<file path="src/hdl/udvm_input_bit_reader_core_defines.svh">
// Assertion macros shared by the bit reader modules.
// Depends on nothing; included by files that carry concurrent assertions.
`ifndef UDVM_INPUT_BIT_READER_CORE_DEFINES_SVH
`define UDVM_INPUT_BIT_READER_CORE_DEFINES_SVH

// Same-cycle implication, disabled while reset is asserted.
`define UIBR_ASSERT_NOW(lbl, clk, rst_n, ante, cons) \
    lbl: assert property (@(posedge clk) disable iff (!rst_n) (ante) |-> (cons)) \
        else $error("uibr assertion failed");

// Next-cycle implication, disabled while reset is asserted.
`define UIBR_ASSERT_NEXT(lbl, clk, rst_n, ante, cons) \
    lbl: assert property (@(posedge clk) disable iff (!rst_n) (ante) |=> (cons)) \
        else $error("uibr assertion failed");

`endif

</file>
<file path="src/hdl/uibr_pkg.sv">
// Package for the bit reader: payload structs, function codes, sizes and helpers.
// Used by every module of the block; depends on nothing.
package uibr_pkg;

    localparam int ADDR_W    = 12;
    localparam int MSG_BYTES = 1 << ADDR_W;
    localparam int POS_W     = 13;

    localparam logic [1:0] FN_WRITE = 2'd0;
    localparam logic [1:0] FN_GET   = 2'd1;
    localparam logic [1:0] FN_START = 2'd2;

    localparam logic [4:0]  MAX_BITS    = 5'd16;
    localparam logic [15:0] SHORT_VALUE = 16'hFBAD;

    typedef struct packed {
        logic [1:0]  func;
        logic [11:0] byte_address;
        logic [7:0]  byte_value;
        logic [4:0]  bit_count;
        logic        reverse_result;
        logic        packet_bit;
        logic [12:0] message_end;
    } t_in;

    typedef struct packed {
        logic [15:0] bits_value;
        logic        status;
        logic [12:0] next_address;
    } t_out;

    typedef struct packed {
        logic              we;
        logic [ADDR_W-1:0] waddr;
        logic [7:0]        wdata;
        logic              re;
        logic [ADDR_W-1:0] raddr;
    } t_mem_req;

    typedef struct packed {
        logic [15:0] value;
        logic [7:0]  lbits;
        logic [3:0]  lcount;
        logic [1:0]  nbytes;
    } t_ext_res;

    function automatic logic [7:0] flip8(input logic [7:0] b);
        logic [7:0] r;
        for (int i = 0; i < 8; i++) begin
            r[i] = b[7-i];
        end
        return r;
    endfunction

endpackage

</file>
<file path="src/hdl/uibr_extract.sv">
// Bit extraction: merges kept bits with up to two fetched bytes and takes n bits.
// Depends on uibr_pkg for the result struct.
module uibr_extract (
    input  logic [7:0]          i_lbits,
    input  logic [3:0]          i_lcount,
    input  logic [7:0]          i_byte0,
    input  logic [7:0]          i_byte1,
    input  logic [4:0]          i_count,
    input  logic                i_reverse,
    output uibr_pkg::t_ext_res  o_res
);
    import uibr_pkg::*;

    logic [7:0]  lmask;
    logic [23:0] stream;
    logic [23:0] shifted;
    logic [23:0] taken;
    logic [4:0]  lc5;
    logic [4:0]  rest;
    logic [4:0]  nc5;
    logic [1:0]  nbytes;
    logic [15:0] value;
    logic [15:0] flipped;
    logic [15:0] rvalue;

    always_comb begin
        lc5     = {1'b0, i_lcount};
        lmask   = ~(8'hFF >> i_lcount);
        stream  = {i_lbits & lmask, 16'h0000} | ({i_byte0, i_byte1, 8'h00} >> i_lcount);
        taken   = stream >> (5'd24 - i_count);
        value   = taken[15:0];
        rest    = i_count - lc5;
        if (i_count <= lc5) begin
            nbytes = 2'd0;
            nc5    = lc5 - i_count;
        end else if (rest > 5'd8) begin
            nbytes = 2'd2;
            nc5    = 5'd16 - rest;
        end else begin
            nbytes = 2'd1;
            nc5    = 5'd8 - rest;
        end
        shifted = stream << i_count;
        for (int i = 0; i < 16; i++) begin
            flipped[i] = value[15-i];
        end
        rvalue = flipped >> (5'd16 - i_count);

        o_res.value  = i_reverse ? rvalue : value;
        o_res.lbits  = shifted[23:16] & ~(8'hFF >> nc5[3:0]);
        o_res.lcount = nc5[3:0];
        o_res.nbytes = nbytes;
    end

endmodule

</file>
<file path="config.mk">
export PLATFORM = sky130hd
export DESIGN_NAME = uibr_extract
export DESIGN_NICKNAME = d
export VERILOG_FILES = /design/src/hdl/udvm_input_bit_reader_core_defines.svh /design/src/hdl/uibr_pkg.sv /design/src/hdl/uibr_extract.sv
export SDC_FILE = /design/constraint.sdc
export NUM_CORES = 1
export LEC_CHECK = 0
export BUFFER_PORTS_ARGS = -buffer_cell sky130_fd_sc_hd__buf_4
export CORE_MARGIN = 2
export CORE_UTILIZATION = 27
export DETAILED_ROUTE_END_ITERATION = 8
export REMOVE_ABC_BUFFERS = 1
export SYNTH_ARGS = -nofsm -noshare
export SYNTH_HDL_FRONTEND = slang
export SYNTH_SLANG_ARGS = --single-unit
</file>
<file path="constraint.sdc">
create_clock -name vclk -period 5.8
set_clock_uncertainty 0.15 [all_clocks]
set_input_delay 0.58 -clock vclk [all_inputs]
set_output_delay 0.58 -clock vclk [all_outputs]
set_load 0.01 [all_outputs]
</file>
### Word level (Yosys, flattened, before mapping)

Cells that the tools add are included.

| word-level totals | value |
|---|---|
| flip-flop bits (word level) | 0 |
| input bits | 34 |
| output and inout bits | 30 |
| logic and storage cells | 24 |

| operators by class | value |
|---|---|
| add/sub/neg operators | 6 |
| order comparisons | 2 |
| shift-type cells | 6 |
| multiplexer cells | 5 |
| bitwise operators | 5 |

Operators by type and width:

| cell | number |
|---|---|
| $or 24x24->24 | 1 |
| $shl 24x5->24 | 1 |
| $shr 24x4->24 | 1 |
| $shr 24x5->16 | 1 |
| $and 8x8->8 | 2 |
| $mux 16 | 1 |
| $not 8->8 | 2 |
| $shr 16x5->16 | 1 |
| $shr 8x4->8 const A | 2 |
| $sub 5x5->5 const A | 2 |
| $mux 4 | 2 |
| $gt 5x4->1 const B | 1 |
| $le 5x4->1 | 1 |
| $sub 5x4->5 | 1 |
| $mux 2 | 2 |
| $sub 1x4->4 const A | 1 |
| $sub 4x4->4 | 1 |
| $sub 4x4->4 const A | 1 |

### Logic depth before layout (Yosys ltp)

Gate-level depths: netlist of run 1.

| depth | value |
|---|---|
| depth in word-level cells | 7 |
| depth in mapped cells | 17 |
| mapped depth without buffers | 13 |

### Worst setup path before layout of run 1

OpenSTA, ideal clock, no wires.

| timing path | value |
|---|---|
| path type | input -> output |
| start | input port i_count[0] |
| end | output port o_res[20] in the netlist's numbering |
| arrival | 4528 ps |
| required time | 5070 ps |
| setup slack | 542 ps |
| cell stages on the path | 16 |
| path buffers | 5 |
| cells stage by stage | inv_1 > clkbuf_1 > clkbuf_1 > buf_1 > clkbuf_1 > ha_1 > xor2_1 > clkbuf_1 > o211ai_1 > a221oi_1 > a2bb2oi_1 > nor2_1 > a211oi_2 > a21oi_1 > a2111oi_0 > nor3_1 |

RTL lines:

| item | line | RTL |
|---|---|---|
| start: declaration | uibr_extract.sv:8 | `input logic [4:0] i_count,` |
| end: declaration | uibr_extract.sv:10 | `output uibr_pkg::t_ext_res o_res` |

==> results by group, run 1 <==
GRT
  – Vias in the first global route: about 6400
  – Met1 GRT Util: between 20% and 30%
  – Global route total overflow: 0
  – First-pass GRT wire length: 36030 µm
  – Initial antenna violation count: 0
  – Pin count of the biggest net entering global routing: 48
  – Gr busiest metal: met2
  – GR met2 Demand/Resource: between 30% and 40%
  – Met3 usage: between 3 and 4%
  – All-Layer GR Usage: 20.51%

Placed design
  – DP Cell Count: 1063
  – Routability congestion estimate: between 0.9 and 1
  – Post-DP HPWL: 17600 µm
  – I/O Buffers: 64

CTS
  – # hold bufs at CTS: 0
  – Setup bufs post-CTS: 0
  – Post_cts resized: 0

Worst setup path
  – Worst path cell trace: buf_4 -> mux2i_1 -> o22ai_1 -> nor4_1 -> nor2_1 -> o21a_1 -> o21ai_1 -> o32a_1 -> o22ai_1 -> nor4_1 -> o31ai_1 -> buf_4
  – Max stage delay on crit path: between 700 and 800 ps
  – Worst Path Max Fanout: 46
  – CP Data Arrival Time: between 4000 and 5000 ps
  – CP startpoint kind: input pin
  – CP Capture Type: primary output
  – Req. time, crit path: 5070 ps
  – Worst path slowest cell: mux2i_1
  – Critical path type: input pin to primary output

Synth
  – Avg Cell Area, Syn: 6.877 µm²
  – Mux contribution to synthesized area: 20.31%
  – Simple-gate share of the synthesized area: roughly 25%
  – Sequential area share after synthesis: 0%
  – Top-count cell post-synth: nor2_1
  – Mapped cell area: about 5400 µm²
  – Post-synthesis cell count: 782
  – Commonest cells in the netlist: nor2_1, nand2_1, mux2i_1
  – Adder-Cell Fraction of Synth Area: under 10%
  – Synth top area share: around 8.0%
  – Synth Area in XOR/XNOR: 1.792%
  – Share of the synthesized area in compound gates (AO/OA/AOI/OAI): 43.21%
  – Yosys top cell by area: mux2i_1
  – Largest family of logic cells by synthesized area: compound AO/OA/AOI/OAI gates
  – Synth warn: 0
  – Distinct cells, synth: between 80 and 90
  – Synth area leaders: mux2i_1, mux4_2, nor2_1, nand2_1, mux2_2

Timing
  – Worst Tran Pin Value: roughly 840 ps
  – Hold Vio Cnt, Final: 0
  – Fin. max-slew vios: 0
  – Post-route clock period utilization: between 90% and 100%
  – Max Freq: 181.8 MHz
  – Min cycle time layout: 5501 ps
  – Relative slew margins: a little over two fifths
  – RSZ-0062 raised after global routing: no
  – Fin Setup TNS: 0 ps
  – Final setup fails: 0

Run status
  – Status: finished, final reports clean

Power and ir drop
  – Net Sw Power: between 0.5 and 0.6 mW
  – Tot Pwr: around 0.88 mW
  – Maximum vdd drop: 0.03153 mV
  – Total power per unit cell area: 143.8 nW/µm²
  – Static Leak: between 2 and 2.5 nW
  – Sw frac: between 60% and 70%
  – Clock Power Share: 0%
  – Comb power frac: 100.0%
  – Share of power burned in registers: 0%
  – Cell-internal power: about 0.33 mW

Detailed routing
  – Detail Route Antenna Nets: 0
  – Final wirelength: around 23000 µm
  – Vias: 6987
  – DR iter-0 viols: 1000
  – Vias/cell: roughly 6.6
  – Routed wire per std cell: 21.74 µm
  – TritonRoute pass-1 iters: 6
  – Post-route DRC: 0

Die
  – Boundary Pins: 64
  – # rows: 51
  – Core ar.: between 15000 and 20000 µm²
  – Die X: 145.1 µm
  – Die Y: 145.1 µm
  – Die area: ~21000 µm²
  – Initial Util: 27.54%

Finish
  – Synth-to-layout area growth: 13.19%
  – Fin cells: ~1100
  – Post-layout nets: between 800 and 900
  – Proportion of layout cells with a drive suffix above 1: a little under a fifth
  – Number of sequential cells: 0
  – Fin util: 31.17%
  – Register area: 0 µm²
  – Clk_buf instances: 0
  – Antenna Cells: 0

Hold path
  – Hold EP: o_res[8]
  – Hold path start: i_count[4]
  – Hold Crit Depth: 3
  – Hold Path Class: input pin to primary output

Run
  – Max-cap violations: 0
-- critical path, delay by kind of cell --
kind / cells / cell delay [ps]
AO/OA/AOI/OAI: 6 / 1700
multiplexers: 1 / 780
AND/OR/NAND/NOR: 3 / 1070
buffers and inverters: 2 / 630
-- how the worst max path moves through the flow --
stage | startpoint | to | slack (ps) | cells past startpoint
finish | i_lcount[0] | o_res[18] | 300 | 12
global route | i_lcount[0] | o_res[18] | 140 | 12
CTS | i_lcount[0] | o_res[20] | 560 | 12
detailed placement | i_lcount[0] | o_res[20] | 570 | 12
global placement | i_lcount[0] | o_res[20] | 580 | 12
floorplan | i_count[0] | o_res[15] | -110 | 10
-- final cells by class --
cell class	instances	area, µm²
Tap cell	265	331.6
Fill cell	2132	13440
Multi-Input combinational cell	693	5030
Inverter	20	75.07
Timing Repair Buffer	85	650.6
-- per-stage QoR --
step | setup slack [ps] | cell area (µm²) | hold WS (ps)
2_1_floorplan | -109.0 | 5064 | 1093
3_3_place_gp | 577.8 | 6087 | 1501
3_5_place_dp | 570.4 | 6087 | 1512
4_1_cts | 557.9 | 6087 | 1512
5_1_grt | 144.2 | 6087 | 1536
6_report | 299.0 | 6087 | 1512
-- cell families (layout without fill, tap and decap cells) --
group | count (synthesis) | count (layout)
fa+ha+maj | 11 | 11
buf+inv | 89 | 105
mux | 82 | 82
simple gates | 279 | 279
compound gates | 310 | 310
xor+xnor | 11 | 11
-- metal layers --
| layer | wire length, µm | share of wire [%] |
|---|---|---|
| met1 | 9989 | 43 |
| met2 | 9825 | 43 |
| met3 | 2423 | 10 |
| met4 | 873 | 3.8 |
| met5 | 0 | 0 |
-- power groups by stage --
stage	combinational (mW)	sequential (mW)	clock (mW)
2_1_floorplan	0.535	0	0
3_3_place_gp	0.851	0	0
3_5_place_dp	0.843	0	0
4_1_cts	0.847	0	0
5_1_grt	0.929	0	0
6_report	0.875	0	0
-- cells in the final DEF (no fill, tap or decap), types with 7 or more instances in the layout --
cell and instances:
nand2_1 66, a221oi_1 7, a31oi_1 12, a22oi_1 13
nand3_1 27, nand2b_1 10, a211oi_1 21, or3_1 8
o21ai_0 37, buf_4 84, ha_1 9, a2bb2oi_1 7
a221o_1 8, a21oi_1 33, a21o_1 9, mux2i_1 43
mux4_2 18, nor3_1 22, o211ai_1 22, and2_1 11
o22ai_1 15, o31ai_1 13, nor2_1 90, nor2b_1 8
o311ai_0 9, mux2_2 17, inv_1 17, o21a_1 7
nor4_1 7
Note: power is estimated with default switching activity, not from simulation.
==> run 2: changes to the inputs <==
--- a/config.mk
+++ b/config.mk
@@ -6,9 +6,12 @@
 export NUM_CORES = 1
 export LEC_CHECK = 0
 export BUFFER_PORTS_ARGS = -buffer_cell sky130_fd_sc_hd__buf_4
+export CAP_MARGIN = 10
 export CORE_MARGIN = 2
 export CORE_UTILIZATION = 27
 export DETAILED_ROUTE_END_ITERATION = 8
+export MAX_ROUTING_LAYER = met4
+export PLACE_DENSITY = 0.44
 export REMOVE_ABC_BUFFERS = 1
 export SYNTH_ARGS = -nofsm -noshare
 export SYNTH_HDL_FRONTEND = slang
==> run 2 against run 1 <==
Compared with the run above:
- sequential cell count is the same
- final cell count is 0.56% higher
- via count hardly changed
- maximum frequency grew 3.5%
- count of clock-buffer cells in the layout unchanged
- critical path depth unchanged
- non-clock buffer count up 6
- worst hold slack better by 8.9 ps
- global-route usage rose by 3.0 points
==> results by group, run 2 (synthesis results as in run 1) <==
Timing
  – Min cycle time layout: roughly 5300 ps
  – Relative slew margins: between 40% and 50%
  – Fin Setup TNS: 0 ps
  – Smallest hold slack: 1521 ps
  – Post-route clock period utilization: around nine tenths
  – RSZ-0062 raised after global routing: no
  – Max Freq: ~190 MHz
  – Final setup fails: 0
  – Fin. max-slew vios: 0
  – Worst Tran Pin Value: about 840 ps
  – Hold Vio Cnt, Final: 0
  – Worst Slack Setup Final: about 480 ps

Finish
  – Register area: 0 µm²
  – Fin cells: approximately 1100
  – Antenna Cells: 0
  – Most frequent cells in the layout: buf_4, nor2_1, nand2_1
  – Fin util: approximately 31%
  – Synth-to-layout area growth: 13.59%
  – Commonest non-fill, non-tap cell in the layout: buf_4
  – Clk_buf instances: 0
  – Proportion of layout cells with a drive suffix above 1: 19.78%
  – Number of sequential cells: 0
  – FILL cells: approximately 2200
  – Post-layout nets: between 800 and 900
  – Footprint of the multi-input gates: 5019 µm²

Die
  – Die Y: approximately 150 µm
  – # rows: a little over 50
  – Core ar.: roughly 20000 µm²
  – Die X: 145.1 µm
  – Boundary Pins: 64
  – Initial Util: approximately 28%
  – Die area: ~21000 µm²

GRT
  – All-Layer GR Usage: between 20% and 30%
  – GR met2 Demand/Resource: around a third
  – First-pass GRT wire length: 39150 µm
  – Global route total overflow: 0
  – Initial antenna violation count: 0
  – Met3 usage: between 2 and 3%
  – Gr busiest metal: met2
  – Met1 GRT Util: 34.33%
  – Pin count of the biggest net entering global routing: between 40 and 50
  – Vias in the first global route: 6460

Run status
  – Status: finished, final reports clean

CTS
  – Post_cts resized: 0
  – Setup bufs post-CTS: 0
  – # hold bufs at CTS: 0

Detailed routing
  – DR iter-0 viols: a little over 1000
  – TritonRoute pass-1 iters: 7
  – Final wirelength: roughly 25000 µm
  – Post-route DRC: 0
  – Detail Route Antenna Nets: 0
  – Vias/cell: between 6 and 7
  – Routed wire per std cell: ~24 µm
  – Vias: 6982

Hold path
  – Hold Path Class: input pin to primary output

Power and ir drop
  – Total power per unit cell area: 146.2 nW/µm²
  – Static Leak: between 2 and 2.5 nW
  – Maximum vdd drop: 0.05727 mV

Run
  – Max-cap violations: 0

Worst setup path
  – CP Capture Type: primary output
  – Worst Path Max Fanout: 46
  – CP startpoint kind: input pin
  – Req. time, crit path: 5070 ps
  – CP Data Arrival Time: ~4600 ps
  – Critical path type: input pin to primary output

Placed design
  – I/O Buffers: 64
  – Post-DP HPWL: 19300 µm
  – DP Cell Count: 1069
  – Pre-CTS setup slack: between 600 and 700 ps
  – Routability congestion estimate: 1.007
-- run 2: cell count changes in the layout (fill, tap and decap cells not counted) --
cell / change
buf_12: -1
buf_4: +7
xnor2_2: +1
xnor2_4: -1
-- run 2: worst max-delay path: stages --
cell and delay [ps]:
buf_4 440, mux2i_1 770, o22ai_1 230, nor4_1 500, nor2_1 200, a221oi_1 480, o31ai_1 160, o221ai_1 470
nor2_1 70, a2111oi_0 400, nor3_1 100, buf_4 150
-- run 2: report_power, final --
group	leakage, nW	internal, mW	switching [mW]
sequential	0	0	0
combinational	2.24	0.334	0.559
clock	0	0	0
total	2.24	0.334	0.559
-- run 2: layer usage --
metal | up-vias | wire length [µm]
met5 | - | 0
met4 | 0 | 633
met3 | 62 | 2432
met2 | 421 | 10880
met1 | 3330 | 11390
li1 | 3169 | -
-- run 2: path summary, 6_finish.rpt --
path | from | to | slack, ps | depth (start not counted)
worst min-delay path | i_count[4] | o_res[10] | 1520 | 4
worst max-delay path | i_lcount[0] | o_res[20] | 480 | 12
-- run 2: cell type report --
type / instances / share of cell area (%)
Multi-Input combinational cell: 693 / 82.16
Inverter: 20 / 1.229
Timing Repair Buffer: 91 / 11.18
Tap cell: 265 / 5.428
-- run 2: stage by stage --
step / power [mW] / area, µm²
floorplan: 0.5351 / 5064
global placement: 0.8801 / 6108
detailed placement: 0.8675 / 6108
CTS: 0.8710 / 6108
global route: 0.9557 / 6108
finish: 0.8931 / 6108
